--- src/rtl/core/css_name_scanner_unit_defines.svh ---
// Assertion macros used by the scanner RTL.
// Each expects clk and rst_n in scope.
`ifndef CSS_NAME_SCANNER_UNIT_DEFINES_SVH
`define CSS_NAME_SCANNER_UNIT_DEFINES_SVH

// Same-cycle implication, checked outside reset.
`define CSSNS_ASSERT_NOW(label, ante, cons, msg) \
    label: assert property (@(posedge clk) disable iff (!rst_n) (ante) |-> (cons)) \
        else $error(msg);

// Next-cycle implication, checked outside reset.
`define CSSNS_ASSERT_NEXT(label, ante, cons, msg) \
    label: assert property (@(posedge clk) disable iff (!rst_n) (ante) |=> (cons)) \
        else $error(msg);

`endif

--- src/rtl/core/cssns_pkg.sv ---
`default_nettype none

package cssns_pkg;

    typedef enum logic [1:0] {
        PH_NAME   = 2'd0,
        PH_BSLASH = 2'd1,
        PH_HEX    = 2'd2,
        PH_CR     = 2'd3
    } phase_t;

    localparam logic [15:0] CH_LF     = 16'd10;
    localparam logic [15:0] CH_FF     = 16'd12;
    localparam logic [15:0] CH_CR     = 16'd13;
    localparam logic [15:0] CH_TAB    = 16'd9;
    localparam logic [15:0] CH_SPACE  = 16'd32;
    localparam logic [15:0] CH_BSLASH = 16'd92;
    localparam logic [15:0] CH_NUL    = 16'd0;
    localparam logic [2:0]  MAX_HEX_DIGITS = 3'd6;

    typedef struct packed {
        logic        length_saturated;
        logic        ended_by_source_end;
        logic [1:0]  reconsume_count;
        logic [15:0] name_length;
    } result_t;

    typedef struct packed {
        logic    emit;
        result_t res;
    } step_out_t;

    function automatic logic is_hex(input logic [15:0] c);
        return (c inside {[16'd48:16'd57], [16'd65:16'd70], [16'd97:16'd102]});
    endfunction

    function automatic logic is_newline(input logic [15:0] c);
        return (c == CH_LF) || (c == CH_CR) || (c == CH_FF);
    endfunction

    function automatic logic is_space(input logic [15:0] c);
        return is_newline(c) || (c == CH_SPACE) || (c == CH_TAB);
    endfunction

    function automatic logic is_name_unit(input logic [15:0] c);
        return (c inside {[16'd65:16'd90], [16'd97:16'd122], [16'd48:16'd57],
                          16'd45, 16'd95, [16'h0080:16'hFFFF]});
    endfunction

endpackage

`default_nettype wire

--- src/rtl/core/cssns_step.sv ---
`default_nettype none

// One scan step: next state and optional result from current state and one unit.
module cssns_step #(
    parameter int LENGTH_WIDTH = 16
) (
    input  var cssns_pkg::phase_t    phase,
    input  wire [2:0]                hex_cnt,
    input  wire [LENGTH_WIDTH-1:0]   count,
    input  wire                      ovf,
    input  wire [15:0]               code_unit,
    input  wire                      source_end,
    output cssns_pkg::phase_t        phase_next,
    output logic [2:0]               hex_cnt_next,
    output logic [LENGTH_WIDTH-1:0]  count_next,
    output logic                     ovf_next,
    output cssns_pkg::step_out_t     step_out
);
    import cssns_pkg::*;

    localparam logic [LENGTH_WIDTH-1:0] CountMax = '1;

    logic [1:0]              add;
    logic [LENGTH_WIDTH:0]   sum;
    logic [LENGTH_WIDTH+15:0] count_ext;
    logic                    hi_nz;
    phase_t                  ph;
    logic [2:0]              hc;

    always_comb
    begin
        ph                    = phase;
        hc                    = hex_cnt;
        add                   = 2'd0;
        step_out.emit         = 1'b0;
        // length clamp to 16 bits for wide counters
        step_out.res.name_length         = hi_nz ? 16'hFFFF : count_ext[15:0];
        step_out.res.length_saturated    = ovf | hi_nz;
        step_out.res.reconsume_count     = 2'd0;
        step_out.res.ended_by_source_end = 1'b0;

        case (phase)
            PH_BSLASH:
            begin
                if (source_end)
                begin
                    step_out.emit = 1'b1;
                    step_out.res.reconsume_count = 2'd1;
                    step_out.res.ended_by_source_end = 1'b1;
                end
                else if (is_newline(code_unit) || code_unit == CH_NUL)
                begin
                    step_out.emit = 1'b1;
                    step_out.res.reconsume_count = 2'd2;
                end
                else
                begin
                    add = 2'd2;
                    ph  = is_hex(code_unit) ? PH_HEX : PH_NAME;
                    hc  = is_hex(code_unit) ? 3'd1 : 3'd0;
                end
            end
            default:
            begin
                if (source_end)
                begin
                    step_out.emit = 1'b1;
                    step_out.res.ended_by_source_end = 1'b1;
                end
                else if (phase == PH_HEX && is_hex(code_unit) && hex_cnt < MAX_HEX_DIGITS)
                begin
                    add = 2'd1;
                    hc  = hex_cnt + 3'd1;
                end
                else if (phase == PH_HEX && is_space(code_unit))
                begin
                    add = 2'd1;
                    hc  = 3'd0;
                    ph  = (code_unit == CH_CR) ? PH_CR : PH_NAME;
                end
                else if (phase == PH_CR && code_unit == CH_LF)
                begin
                    add = 2'd1;
                    ph  = PH_NAME;
                end
                else
                begin
                    // name unit, backslash or name end
                    ph = PH_NAME;
                    hc = 3'd0;
                    if (is_name_unit(code_unit))
                    begin
                        add = 2'd1;
                    end
                    else if (code_unit == CH_BSLASH)
                    begin
                        ph = PH_BSLASH;
                    end
                    else
                    begin
                        step_out.emit = 1'b1;
                        step_out.res.reconsume_count = 2'd1;
                    end
                end
            end
        endcase
    end

    // saturating counter; reaching the maximum also sets the flag
    assign sum = {1'b0, count} + {{(LENGTH_WIDTH-1){1'b0}}, add};

    assign count_ext = {{16{1'b0}}, count};
    assign hi_nz     = |count_ext[LENGTH_WIDTH+15:16];

    always_comb
    begin
        if (step_out.emit)
        begin
            phase_next   = PH_NAME;
            hex_cnt_next = 3'd0;
            count_next   = '0;
            ovf_next     = 1'b0;
        end
        else
        begin
            phase_next   = ph;
            hex_cnt_next = hc;
            if (add != 2'd0 && sum >= {1'b0, CountMax})
            begin
                count_next = CountMax;
                ovf_next   = 1'b1;
            end
            else
            begin
                count_next = sum[LENGTH_WIDTH-1:0];
                ovf_next   = ovf;
            end
        end
    end

endmodule

`default_nettype wire

--- src/rtl/core/css_name_scanner_unit.sv ---
// An input beat passes through the input register, then the scanner step and the result register.
// Throughput: one code unit per cycle while m_tready is high; a waiting result holds the
// step, so only the input register can still fill until the result drains.
// The rate is set by the combinational scanner step between the two registers.
// A result is produced only for the unit that ends the name (0 or 1 result per beat).
// Reset (rst_n low, asynchronous) empties both registers and returns the scanner to
// the start of a name with a zero length count.
`default_nettype none

`include "css_name_scanner_unit_defines.svh"

module css_name_scanner_unit #(
    parameter int LENGTH_WIDTH = 16   // internal length counter width, 4..32
) (
    input  wire         clk,
    input  wire         rst_n,

    // input stream: one UTF-16 code unit per beat
    input  wire         s_tvalid,
    output logic        s_tready,
    input  wire [15:0]  s_tdata,   // [15:0] code_unit
    input  wire         s_tuser,   // [0] source_end (code_unit ignored when set)

    // result stream: one beat per scanned name
    output logic        m_tvalid,
    input  wire         m_tready,
    output logic [23:0] m_tdata    // [15:0] name_length, [17:16] reconsume_count,
                                   // [18] ended_by_source_end, [19] length_saturated,
                                   // [23:20] zero
);
    import cssns_pkg::*;

    localparam logic [LENGTH_WIDTH-1:0] CountMax = '1;

    // input register
    logic        in_valid_reg;
    logic [15:0] in_code_reg;
    logic        in_end_reg;

    // scanner state
    phase_t                  phase_reg, phase_next;
    logic [2:0]              hex_cnt_reg, hex_cnt_next;
    logic [LENGTH_WIDTH-1:0] count_reg, count_next;
    logic                    ovf_reg, ovf_next;

    // result register
    logic    out_valid_reg;
    result_t out_res_reg;

    step_out_t step_out;
    logic      advance;

    // The step retires when the result register is free or draining this cycle.
    assign advance  = in_valid_reg && (!out_valid_reg || m_tready);
    assign s_tready = !in_valid_reg || advance;

    cssns_step #(
        .LENGTH_WIDTH (LENGTH_WIDTH)
    ) u_step (
        .phase        (phase_reg),
        .hex_cnt      (hex_cnt_reg),
        .count        (count_reg),
        .ovf          (ovf_reg),
        .code_unit    (in_code_reg),
        .source_end   (in_end_reg),
        .phase_next   (phase_next),
        .hex_cnt_next (hex_cnt_next),
        .count_next   (count_next),
        .ovf_next     (ovf_next),
        .step_out     (step_out)
    );

    always_ff @(posedge clk or negedge rst_n)
    begin
        if (!rst_n)
        begin
            in_valid_reg <= 1'b0;
        end
        else if (s_tready)
        begin
            in_valid_reg <= s_tvalid;
        end
    end

    always_ff @(posedge clk)
    begin
        if (s_tvalid && s_tready)
        begin
            in_code_reg <= s_tdata;
            in_end_reg  <= s_tuser;
        end
    end

    always_ff @(posedge clk or negedge rst_n)
    begin
        if (!rst_n)
        begin
            phase_reg   <= PH_NAME;
            hex_cnt_reg <= 3'd0;
            count_reg   <= '0;
            ovf_reg     <= 1'b0;
        end
        else if (advance)
        begin
            phase_reg   <= phase_next;
            hex_cnt_reg <= hex_cnt_next;
            count_reg   <= count_next;
            ovf_reg     <= ovf_next;
        end
    end

    always_ff @(posedge clk or negedge rst_n)
    begin
        if (!rst_n)
        begin
            out_valid_reg <= 1'b0;
        end
        else if (advance)
        begin
            out_valid_reg <= step_out.emit;
        end
        else if (m_tready)
        begin
            out_valid_reg <= 1'b0;
        end
    end

    always_ff @(posedge clk)
    begin
        if (advance && step_out.emit)
        begin
            out_res_reg <= step_out.res;
        end
    end

    assign m_tvalid = out_valid_reg;
    assign m_tdata  = {4'b0000, out_res_reg};

    // a name end always restarts the scanner from a clean state
    `CSSNS_ASSERT_NEXT(a_restart, advance && step_out.emit,
        phase_reg == PH_NAME && count_reg == '0 && !ovf_reg, "scanner not cleared after result")
    // overflow flag only with a saturated counter
    `CSSNS_ASSERT_NOW(a_ovf_sat, ovf_reg, count_reg == CountMax, "overflow without saturation")
    // hex digit count tracks the escape phase
    `CSSNS_ASSERT_NOW(a_hex_cnt, phase_reg == PH_HEX,
        hex_cnt_reg != 3'd0 && hex_cnt_reg <= MAX_HEX_DIGITS, "bad hex digit count")
    `CSSNS_ASSERT_NOW(a_hex_idle, phase_reg != PH_HEX, hex_cnt_reg == 3'd0,
        "hex digit count outside escape")
    // reconsume count never exceeds two
    `CSSNS_ASSERT_NOW(a_reconsume, m_tvalid, m_tdata[17:16] != 2'd3, "reconsume count out of range")

endmodule

`default_nettype wire
--- config.mk ---
export PLATFORM = sky130hd
export DESIGN_NAME = css_name_scanner_unit
export DESIGN_NICKNAME = d
export VERILOG_FILES = /design/src/rtl/core/cssns_pkg.sv /design/src/rtl/core/cssns_step.sv /design/src/rtl/core/css_name_scanner_unit.sv
export VERILOG_INCLUDE_DIRS = /design/src /design/src/rtl/core
export SDC_FILE = /design/constraint.sdc
export NUM_CORES = 1
export LEC_CHECK = 0
export BUFFER_PORTS_ARGS = -buffer_cell sky130_fd_sc_hd__buf_2
export CAP_MARGIN = 5
export CORE_ASPECT_RATIO = 0.7
export CORE_MARGIN = 2
export CORE_UTILIZATION = 35
export CTS_BUF_LIST = sky130_fd_sc_hd__clkbuf_2 sky130_fd_sc_hd__clkbuf_4 sky130_fd_sc_hd__clkbuf_8
export DETAILED_ROUTE_END_ITERATION = 8
export PLACE_DENSITY = 0.62
export SLEW_MARGIN = 20
export SYNTH_ARGS = -nofsm -noshare
export SYNTH_HDL_FRONTEND = slang
export SYNTH_SLANG_ARGS = --single-unit
--- constraint.sdc ---
create_clock -name clk -period 6 [get_ports clk]
set_clock_uncertainty 0.15 [all_clocks]
set_input_delay 0.6 -clock clk [delete_from_list [all_inputs] [get_ports clk]]
set_output_delay 0.6 -clock clk [all_outputs]
set_load 0.01 [all_outputs]
==> flow_metrics.env <==
export IMPL_status="complete, no violations"
export IMPL_seqPwrFrac_pct=54.1
export IMPL_die_width_um=118
export IMPL_routed_wl_um=6660
export IMPL_n_antenna_cell=0
export IMPL_grtUsageTotal_pct=14.6
export IMPL_synth_simple_area_share_pct=23.3
export IMPL_multi_input_area_um2=1310
export IMPL_power_frac_clock_pct=37.6
export IMPL_crit_fanout=19
export IMPL_cpMaxStageDelayCell="a211oi_4"
export IMPL_tritoncts="done"
export IMPL_grt_pass1_vias=2258
export IMPL_utilization_pct=41.7
export IMPL_finalPower_uw=899
export IMPL_cts_setup_buffers=0
export IMPL_ir_drop_mv=0.0801
export IMPL_power_share_combinational_pct=8.4
export IMPL_dr_pass1_iters=4
export IMPL_vias=2387
export IMPL_gp_congestion=0.902
export IMPL_rsz0062_at_grt="false"
export IMPL_holdBufCountCts=0
export IMPL_mostFrequentLayoutCells="buf_2 (42), edfxtp_1 (37), nor2_1 (29)"
export IMPL_place_area_um2=3410
export IMPL_slew_violations=0
export IMPL_start_kind="register"
export IMPL_ys_ff_latch=61
export IMPL_synth_top_family_by_area="simple AND/OR/NAND/NOR gates"
export IMPL_cts_buffers=9
export IMPL_ant_nets=0
export IMPL_hpwl_um=4720
export IMPL_min_period_ns=4.95
export IMPL_synthArstFlopShare_pct=39.3
export IMPL_setup_slack_ns=1.05
export IMPL_crit_arrival_ns=5.06
export IMPL_clk_pin_slew_worst_paths_ns=0.07
export IMPL_cts_sinks=61
export IMPL_path_cells="or4_1, nor3_1, and4_1, a2111oi_4, a211oi_1, ha_1, fa_1, and4_1, and2_1, and3_1, a41oi_1, a211oi_4, o21ai_0, a211oi_2"
export IMPL_grt_max_degree=32
export IMPL_place_ws_ns=1.05
export IMPL_syn_to_final_growth_pct=13.8
export IMPL_stdcell_area_um2=3590
export IMPL_power_density_nw_per_um2=250
export IMPL_fill_cells=860
export IMPL_clk_latency_ns=0.34
export IMPL_synth_xor_area_share_pct=0.277
export IMPL_worstSetupPathType="reg -> reg"
export IMPL_clockRootBuffer="clkbuf_8"
export IMPL_rows=28
export IMPL_finalSetupViolations=0
export IMPL_critPathRequiredTime_ns=6.11
export IMPL_core_um2=8620
export IMPL_worstMarginPinSlew_ns=0.826
export IMPL_drv_cap=0
export IMPL_synth_fa_ha_area_share_pct=1.82
export IMPL_max_stage_delay_ns=0.70
export IMPL_synth_seq_area_share_pct=54.2
export IMPL_hold_viol_final=0
export IMPL_synth_area_um2=3160
export IMPL_die_y_um=83.5
export IMPL_cpMostUsedCell="and4_1"
export IMPL_internal_power_uw=679
export IMPL_p_leak_nw=1.34
export IMPL_clock_path_buffers=2
export IMPL_ys_types=63
export IMPL_switchingPower_uw=220
export IMPL_dp_cells=433
export IMPL_synth_flop_cell="edfxtp_1"
export IMPL_nNetsFinal=349
export IMPL_largest_reg_flops=20
export IMPL_fmax_mhz=202
export IMPL_start_util_pct=36.6
export IMPL_syn_instance_count=288
export IMPL_synth_compound_area_share_pct=14.9
export IMPL_drive_gt1_share_pct=22.2
export IMPL_overflow=0
export IMPL_final_common_cell="buf_2"
export IMPL_worstSetupEndpointType="register"
export IMPL_tns_ns=0
export IMPL_p_sw_share_pct=24.4
export IMPL_avgRoutedWirePerCell_um=14.8
export IMPL_synth_mux_area_share_pct=0.634
export IMPL_synth_area_per_cell_um2=11.0
export IMPL_synth_edf_count=37
export IMPL_vias_per_cell=5.32
export IMPL_finalCritPeriodShare_pct=82.6
export IMPL_yosysWarningCount=0
export IMPL_stdcell_count=449
export IMPL_hold_path_class="in -> async"
export IMPL_htree_num_levels=3
export IMPL_drc=0
export IMPL_regArea_um2=1710
export IMPL_num_io_pins=47
export IMPL_antenna_found_initial=0
export IMPL_slew_limit_headroom_pct=44.9
export IMPL_grt_pass1_wl_um=11300
export IMPL_portBuffers=42
export IMPL_whs_ns=0.0921
export IMPL_cts_resized=0
export IMPL_dieArea_um2=9810
export IMPL_drtIter0Drc=216
## final cells by class
cell class	count	area share, %
Clock inverter	2	0.279
Multi-Input combinational cell	203	36.4
Clock buffer	14	4.84
Timing Repair Buffer	43	6.06
Tap cell	120	4.18
Inverter	6	0.627
Sequential cell	61	47.6
## layer usage
layer | track usage, % | wire length, µm | share of wire (%)
met4 | 5.91 | 76 | 1.1
met3 | 4.58 | 409 | 6.1
met1 | 20.2 | 3310 | 50
met2 | 21.2 | 2870 | 43
met5 | 0 | 0 | 0
## cells by family after synthesis
family | count (synthesis)
flip-flops | 61
other | 1
AND/OR/NAND/NOR | 134
XOR/XNOR | 1
multiplexers | 2
buffers and inverters | 27
adder cells (fa/ha/maj) | 4
AO/OA/AOI/OAI | 58
## synth_stat cells (all sizes together) (4+ instances only)
cell | number | area share, %
edfxtp | 37 | 35
nor2 | 30 | 3.6
nand2 | 26 | 3.1
dfrtp | 24 | 19
o21ai | 16 | 2.5
nor3 | 15 | 2.4
buf | 13 | 3.1
nand3 | 10 | 1.6
nor4 | 9 | 2.4
clkbuf | 8 | 0.99
a21oi | 7 | 1.1
inv | 6 | 0.71
nand2b | 6 | 1.2
and4 | 5 | 1.4
nor2b | 5 | 0.99
or3 | 5 | 1.1
a211oi | 4 | 1.7
and3 | 4 | 0.79
nand4 | 4 | 0.79
## critical path, delay by kind of cell, from the launching register on
family	cells	cell delay, ns
AOI/OAI and AO/OA	6	1.72
adders and majority gates	2	0.59
and+or+nand+nor	6	1.87
DFF	1	0.54
## final timing paths
kind                                     start               to  slack [ns]  cells after the start
worst min register to register         ovf_reg      m_tdata[19]        0.31                      0
max in group asynchronous                rst_n    count_reg[14]        5.24                      1
min in group clk                   s_tdata[10]  in_code_reg[10]        0.28                      1
worst max-delay path            in_code_reg[5]    count_reg[11]        1.05                     14
worst max register to register  in_code_reg[5]    count_reg[11]        1.05                     14
worst min-delay path                     rst_n    count_reg[13]        0.09                      1
## power groups by stage
stage	clock network, mW	logic (mW)	registers [mW]
global placement	0	0.0737	0.493
CTS	0.345	0.0766	0.486
finish	0.338	0.0752	0.486
floorplan	0	0.0540	0.489
global route	0.362	0.0846	0.489
detailed placement	0	0.0761	0.494
(Power assumes the default switching activity.)
